`src/rne_pkg.sv`:
```
// ----------------------------------------------------------------------------
// Roman numeral encoder package
// Numeral table, microcode word layout and the microcode program.
// ----------------------------------------------------------------------------
package rne_pkg;

    localparam int unsigned NUM_WIDTH = 12;
    localparam logic [NUM_WIDTH-1:0] MAX_VALID = 12'd3999;

    typedef logic [NUM_WIDTH-1:0] t_num;
    typedef logic [3:0]           t_idx;
    typedef logic [9:0]           t_val;
    typedef logic [7:0]           t_char;

    localparam t_char CHAR_NONE = 8'h00;
    localparam t_char CHAR_I    = 8'h49;
    localparam t_char CHAR_V    = 8'h56;
    localparam t_char CHAR_X    = 8'h58;
    localparam t_char CHAR_L    = 8'h4C;
    localparam t_char CHAR_C    = 8'h43;
    localparam t_char CHAR_D    = 8'h44;
    localparam t_char CHAR_M    = 8'h4D;

    typedef enum logic [1:0] {
        ACT_NONE,
        ACT_LOAD,
        ACT_STEP,
        ACT_ERROR
    } t_act;

    typedef enum logic [1:0] {
        COND_ALWAYS,
        COND_START,
        COND_BAD,
        COND_LAST
    } t_cond;

    typedef enum logic [1:0] {
        UPC_IDLE,
        UPC_CHECK,
        UPC_SCAN,
        UPC_ERROR
    } t_upc;

    typedef struct packed {
        t_act  act;
        t_cond cond;
        t_upc  tgt_true;
        t_upc  tgt_false;
    } t_uword;

    // Microcode program: one control word per step.
    function automatic t_uword ucode(input t_upc upc);
        t_uword w;
        unique case (upc)
            UPC_IDLE:  w = '{act: ACT_LOAD,  cond: COND_START,
                             tgt_true: UPC_CHECK, tgt_false: UPC_IDLE};
            UPC_CHECK: w = '{act: ACT_NONE,  cond: COND_BAD,
                             tgt_true: UPC_ERROR, tgt_false: UPC_SCAN};
            UPC_SCAN:  w = '{act: ACT_STEP,  cond: COND_LAST,
                             tgt_true: UPC_IDLE,  tgt_false: UPC_SCAN};
            UPC_ERROR: w = '{act: ACT_ERROR, cond: COND_ALWAYS,
                             tgt_true: UPC_IDLE,  tgt_false: UPC_IDLE};
        endcase
        return w;
    endfunction

    function automatic t_val entry_value(input t_idx idx);
        t_val v;
        unique case (idx)
            4'd0:    v = 10'd1000;
            4'd1:    v = 10'd900;
            4'd2:    v = 10'd500;
            4'd3:    v = 10'd400;
            4'd4:    v = 10'd100;
            4'd5:    v = 10'd90;
            4'd6:    v = 10'd50;
            4'd7:    v = 10'd40;
            4'd8:    v = 10'd10;
            4'd9:    v = 10'd9;
            4'd10:   v = 10'd5;
            4'd11:   v = 10'd4;
            default: v = 10'd1;
        endcase
        return v;
    endfunction

    function automatic t_char entry_first(input t_idx idx);
        t_char c;
        unique case (idx)
            4'd0:    c = CHAR_M;
            4'd1:    c = CHAR_C;
            4'd2:    c = CHAR_D;
            4'd3:    c = CHAR_C;
            4'd4:    c = CHAR_C;
            4'd5:    c = CHAR_X;
            4'd6:    c = CHAR_L;
            4'd7:    c = CHAR_X;
            4'd8:    c = CHAR_X;
            4'd9:    c = CHAR_I;
            4'd10:   c = CHAR_V;
            4'd11:   c = CHAR_I;
            default: c = CHAR_I;
        endcase
        return c;
    endfunction

    function automatic t_char entry_second(input t_idx idx);
        t_char c;
        unique case (idx)
            4'd1:    c = CHAR_M;
            4'd3:    c = CHAR_D;
            4'd5:    c = CHAR_C;
            4'd7:    c = CHAR_L;
            4'd9:    c = CHAR_X;
            4'd11:   c = CHAR_V;
            default: c = CHAR_NONE;
        endcase
        return c;
    endfunction

    function automatic logic entry_pair(input t_idx idx);
        return (idx == 4'd1) || (idx == 4'd3) || (idx == 4'd5) ||
               (idx == 4'd7) || (idx == 4'd9) || (idx == 4'd11);
    endfunction

endpackage

```
`src/roman_numeral_encoder.sv`:
```
// Sequence: idle loads the number on start, check tests its range, then scan passes
// over table entries (at most 12 in all) or emits a letter; outputs are registered.
// An out-of-range number goes from check to error, which emits the error item.
// Busy is high while the sequencer is out of idle; start is taken only in idle.
// One table entry or letter per cycle.
// Reset (synchronous, active low) returns the sequencer to idle.
// The receiver cannot stall: each item appears on o_valid for one cycle.
// ----------------------------------------------------------------------------
// Roman numeral encoder
// Microcoded sequencer that emits the canonical Roman numeral of a number,
// one ASCII letter per output item, or a single error item when out of range.
// ----------------------------------------------------------------------------
module roman_numeral_encoder (
    input  logic                 i_clk,
    input  logic                 i_rst_n,
    input  logic                 start,
    output logic                 busy,
    input  rne_pkg::t_num        i_number,
    output logic                 o_valid,
    output rne_pkg::t_char       o_char_code,
    output logic                 o_last,
    output logic                 o_out_of_range
);

    rne_pkg::t_upc   r_upc,  n_upc;
    rne_pkg::t_num   r_rem,  n_rem;
    rne_pkg::t_idx   r_idx,  n_idx;
    logic            r_second, n_second;
    logic            n_valid, n_last, n_oor;
    rne_pkg::t_char  n_char;

    rne_pkg::t_uword uw;
    rne_pkg::t_num   val;
    logic            fit;
    logic            bad;
    logic            cond_hit;

    assign uw   = rne_pkg::ucode(r_upc);
    assign val  = {2'b00, rne_pkg::entry_value(r_idx)};
    assign fit  = (r_rem >= val);
    assign bad  = (r_rem == '0) || (r_rem > rne_pkg::MAX_VALID);
    assign busy = (r_upc != rne_pkg::UPC_IDLE);

    always_comb begin
        n_rem    = r_rem;
        n_idx    = r_idx;
        n_second = r_second;
        n_valid  = 1'b0;
        n_char   = rne_pkg::CHAR_NONE;
        n_last   = 1'b0;
        n_oor    = 1'b0;
        unique case (uw.act)
            rne_pkg::ACT_NONE: begin
            end
            rne_pkg::ACT_LOAD: begin
                n_rem    = i_number;
                n_idx    = '0;
                n_second = 1'b0;
            end
            rne_pkg::ACT_STEP: begin
                priority if (r_second) begin
                    n_valid  = 1'b1;
                    n_char   = rne_pkg::entry_second(r_idx);
                    n_rem    = r_rem - val;
                    n_last   = (r_rem == val);
                    n_second = 1'b0;
                end else if (fit) begin
                    n_valid = 1'b1;
                    n_char  = rne_pkg::entry_first(r_idx);
                    if (rne_pkg::entry_pair(r_idx)) begin
                        n_second = 1'b1;
                    end else begin
                        n_rem  = r_rem - val;
                        n_last = (r_rem == val);
                    end
                end else begin
                    n_idx = r_idx + 4'd1;
                end
            end
            rne_pkg::ACT_ERROR: begin
                n_valid = 1'b1;
                n_last  = 1'b1;
                n_oor   = 1'b1;
            end
        endcase
    end

    always_comb begin
        unique case (uw.cond)
            rne_pkg::COND_ALWAYS: cond_hit = 1'b1;
            rne_pkg::COND_START:  cond_hit = start;
            rne_pkg::COND_BAD:    cond_hit = bad;
            rne_pkg::COND_LAST:   cond_hit = n_last;
        endcase
        n_upc = cond_hit ? uw.tgt_true : uw.tgt_false;
    end

    always_ff @(posedge i_clk) begin
        if (!i_rst_n) begin
            r_upc   <= rne_pkg::UPC_IDLE;
            o_valid <= 1'b0;
        end else begin
            r_upc   <= n_upc;
            o_valid <= n_valid;
        end
        r_rem          <= n_rem;
        r_idx          <= n_idx;
        r_second       <= n_second;
        o_char_code    <= n_char;
        o_last         <= n_last;
        o_out_of_range <= n_oor;
    end

`ifndef SYNTH
    a_err_is_last: assert property (@(posedge i_clk) disable iff (!i_rst_n)
        o_valid && o_out_of_range |-> o_last && (o_char_code == rne_pkg::CHAR_NONE))
        else $error("error item without last mark or with a letter");

    a_accept_busy: assert property (@(posedge i_clk) disable iff (!i_rst_n)
        start && !busy |=> busy)
        else $error("accepted item did not raise busy");

    a_gap_after_last: assert property (@(posedge i_clk) disable iff (!i_rst_n)
        o_valid && o_last |=> !o_valid)
        else $error("item emitted right after the end of a run");

    a_idle_after_last: assert property (@(posedge i_clk) disable iff (!i_rst_n)
        $past(i_rst_n) && $fell(busy) |-> o_valid && o_last)
        else $error("busy dropped without a last item");
`endif

endmodule

```
`config.mk`:
```
export PLATFORM = sky130hd
export DESIGN_NAME = roman_numeral_encoder
export DESIGN_NICKNAME = d
export VERILOG_FILES = /design/src/rne_pkg.sv /design/src/roman_numeral_encoder.sv
export SDC_FILE = /design/constraint.sdc
export NUM_CORES = 1
export LEC_CHECK = 0
export BUFFER_PORTS_ARGS = -buffer_cell sky130_fd_sc_hd__buf_2
export CORE_ASPECT_RATIO = 0.8
export CORE_MARGIN = 3
export CORE_UTILIZATION = 58
export DETAILED_ROUTE_END_ITERATION = 10
export PLACE_DENSITY = 0.88
export SYNTH_ARGS = -nofsm -noshare
export SYNTH_HDL_FRONTEND = slang
export SYNTH_SLANG_ARGS = --single-unit
```
`constraint.sdc`:
```
create_clock -name i_clk -period 8 [get_ports i_clk]
set_input_delay 0.8 -clock i_clk [delete_from_list [all_inputs] [get_ports i_clk]]
set_output_delay 0.8 -clock i_clk [all_outputs]
set_load 0.005 [all_outputs]
```
==> impl_metrics.tcl <==
set metrics [dict create \
    post_cts_buffers 0 \
    synthDistinctLibCells 60 \
    p_sw_mw 0.4358 \
    setup_slack_ps 4728 \
    cp.arrival_ps 3510 \
    grt_max_degree 23 \
    synth_top_family_by_area "simple AND/OR/NAND/NOR gates" \
    synth_xor_area_frac 0.04027 \
    port_buffers 24 \
    switching_share 0.4174 \
    cts_resized 0 \
    drt_iter0_markers 147 \
    syn_avg_cell_area_sq_um 9.631 \
    synth_warnings 0 \
    clkSinkCount 42 \
    htreeDepth 2 \
    die_h_microns 66 \
    io-pin-count 27 \
    cpPeakStageDelay_ps 650 \
    n_fill_cell 360 \
    power_density_nw_per_um2 368.4 \
    hpwl_microns 3899 \
    crit_top_cell "inv_1" \
    multi_input_area_sq_um 1451 \
    clock_path_buffers 2 \
    drc 0 \
    viasPerCell 5.731 \
    setup_viol 0 \
    reg2reg_from "r_upc[0]$_SDFF_PN0_" \
    syn-instance-count 271 \
    synth-edff-count 17 \
    cts_buffers 5 \
    ys_ff_latch 42 \
    wire_per_inst_microns 15.08 \
    fin_tns_setup_ps 0 \
    period_needed_ps 3272 \
    crit_family "simple AND/OR/NAND/NOR gates" \
    hold_path.class "flip-flop to flip-flop" \
    grt_overflow_total 0 \
    die_x_microns 81 \
    maxCapViolCount 0 \
    drtPass1Iterations 4 \
    ff2ff_setup_slack_ps 4730 \
    rsz0062_at_grt "no" \
    seqCellArea_sq_um 1011 \
    whs_path_depth 2 \
    syn_area_sq_um 2610 \
    start_util 0.6132 \
    clk_pin_slew_ps 80 \
    r2r_end "val[1]$_DFF_P_" \
    ctsHoldBuffers 0 \
    synth_mux_area_frac 0.06328 \
    tritoncts "built" \
    skew_ps 7.514 \
    route.antenna.remaining_nets 0 \
    period_share 0.4090 \
    via_count 2000 \
    p_comb_frac 0.511 \
    drive_above_1_share 0.1986 \
    clock.fmax_mhz 305.6 \
    crit_type "flip-flop to flip-flop" \
    ir_drop_mv 0.1664 \
    slowest_stage "inv_1" \
    n_antenna_cell 0 \
    final_max_slew_viol_count 0 \
    grt_use_total 0.2128 \
    crit_chain "inv_1 -> ha_1 -> inv_1 -> nand2_1 -> and3_2 -> nor3_4 -> and2_1 -> a22o_1" \
    final_common_cell "dfxtp_1" \
    final_cell_mix "dfxtp_1, nor2_1, buf_2, inv_1, ha_1" \
    core_area_sq_um 4257 \
    hold_end "o_char_code[4]$_SDFF_PN0_" \
    internal_power_mw 0.6083 \
    place_ws_ps 4828 \
    synthAdderAreaFrac 0.1179 \
    critPathCaptureType "flip-flop" \
    yosys.area_share.simple 0.1745 \
    leakage_nw 1.307 \
    tightest_slew_ps 886.3 \
    clock_power_share 0.138 \
    grt_pass1_vias 1897 \
    dieArea_sq_um 5346 \
    area_growth_pct 8.581 \
    synth-async-reset-ratio 0 \
    run_status "finished, final reports clean" \
    cts-root-buf "clkbuf_8" \
    antenna_found_initial 0 \
    path_buf_inv 2 \
    ys.flop_type "dfxtp_1" \
    place.gp.congestion 0.8443 \
    worstSkewPairLatency_ps 300 \
    nets 330 \
    critical_path_required_ps 8240 \
    wirelength_microns 5262 \
    reg2regPathDepth 8 \
    ys_seq_area_frac 0.3873 \
    max-slew-margin-rel 0.4091 \
    synth_compound_gate_area_share 0.1572 \
    hold_viol 0 \
    grt_pass1_wl_microns 8680 \
    p_seq_frac 0.351 \
    crit_path_start_kind "flip-flop" \
    crit_path_max_fanout 22 \
    rows 21 \
]
[power by group through the flow]
stage	registers, mW	logic [mW]	clock network [mW]
floorplan	0.339	0.448	0
global placement	0.365	0.512	0
detailed placement	0.369	0.527	0
CTS	0.365	0.532	0.146
global route	0.374	0.602	0.155
finish	0.367	0.534	0.144
[area by class of cell]
type | instances | area share
clock buffers | 6 | 0.02914
clock inverters | 2 | 0.003974
inverters | 23 | 0.03046
multi-input cells | 195 | 0.5121
flip-flops and latches | 42 | 0.3567
well taps | 57 | 0.02517
repair buffers | 24 | 0.04238
[worst reg2reg max path: cells and delay by family (launching register included)]
| kind | cells | cell delay, ps |
|---|---|---|
| AOI/OAI and AO/OA | 1 | 190 |
| and+or+nand+nor | 4 | 1390 |
| DFF | 1 | 370 |
| buffers and inverters | 2 | 750 |
| adders and majority gates | 1 | 520 |
[worst max-delay path by stage]
stage	from	endpoint	slack (ps)	cells after the start
after floorplan	r_rem[4]$_DFFE_PP_	flip-flop	5250	11
after global placement	r_upc[0]$_SDFF_PN0_	flip-flop	4930	8
after detailed placement	r_upc[0]$_SDFF_PN0_	val[1]$_DFF_P_	4830	8
after CTS	r_upc[0]$_SDFF_PN0_	val[1]$_DFF_P_	4790	8
after global routing	r_upc[0]$_SDFF_PN0_	val[1]$_DFF_P_	4550	8
final	r_upc[0]$_SDFF_PN0_	val[1]$_DFF_P_	4730	8
[routing by layer]
metal | vias up | GRT usage | part of all wire
met3 | 8 | 0.05177 | 0.062
met4 | 0 | 0.08228 | 0.016
met5 | - | 0 | 0
li1 | 987 | - | -
met2 | 50 | 0.3473 | 0.46
met1 | 955 | 0.2710 | 0.47
[stage by stage]
| stage | instances | util | hold slack [ps] | power [mW] | instance area, sq um |
|---|---|---|---|---|---|
| floorplan | 272 | - | 433.4 | 0.7869 | 2614 |
| global placement | 341 | 0.6437 | 468.5 | 0.8773 | 2740 |
| detailed placement | 341 | 0.6437 | 467.5 | 0.8964 | 2740 |
| CTS | 349 | 0.6658 | 497.3 | 1.044 | 2834 |
| global route | 349 | 0.6658 | 531.8 | 1.132 | 2834 |
| finish | 349 | 0.6658 | 491.8 | 1.044 | 2834 |
[cells in the mapped netlist (all sizes together) (4+ instances only)]
master   n  area [sq um]
and2     5         32.53
and3     5         38.78
a21oi   20         107.6
mux2     9         105.1
nand2   21         78.83
ha      23         287.8
a22o     4         35.03
edfxtp  17         510.5
xnor2    9         78.83
clkbuf   4         15.01
dfxtp   25         500.5
mux2i    6         60.06
inv     23         86.33
nor2    25         96.35
buf      8         50.04
o21ai    9         48.79
nor2b    4         25.02
nor3     5         41.29
nand3    5         37.54
[cell families after synthesis]
kind of cell             count (synthesis)
buffers and inverters                   35
AND/OR/NAND/NOR                         85
multiplexers                            15
adder cells (fa/ha/maj)                 24
AO/OA/AOI/OAI                           57
other                                    1
XOR/XNOR                                12
flip-flops                              42
Note: power is estimated with default switching activity, not from simulation.
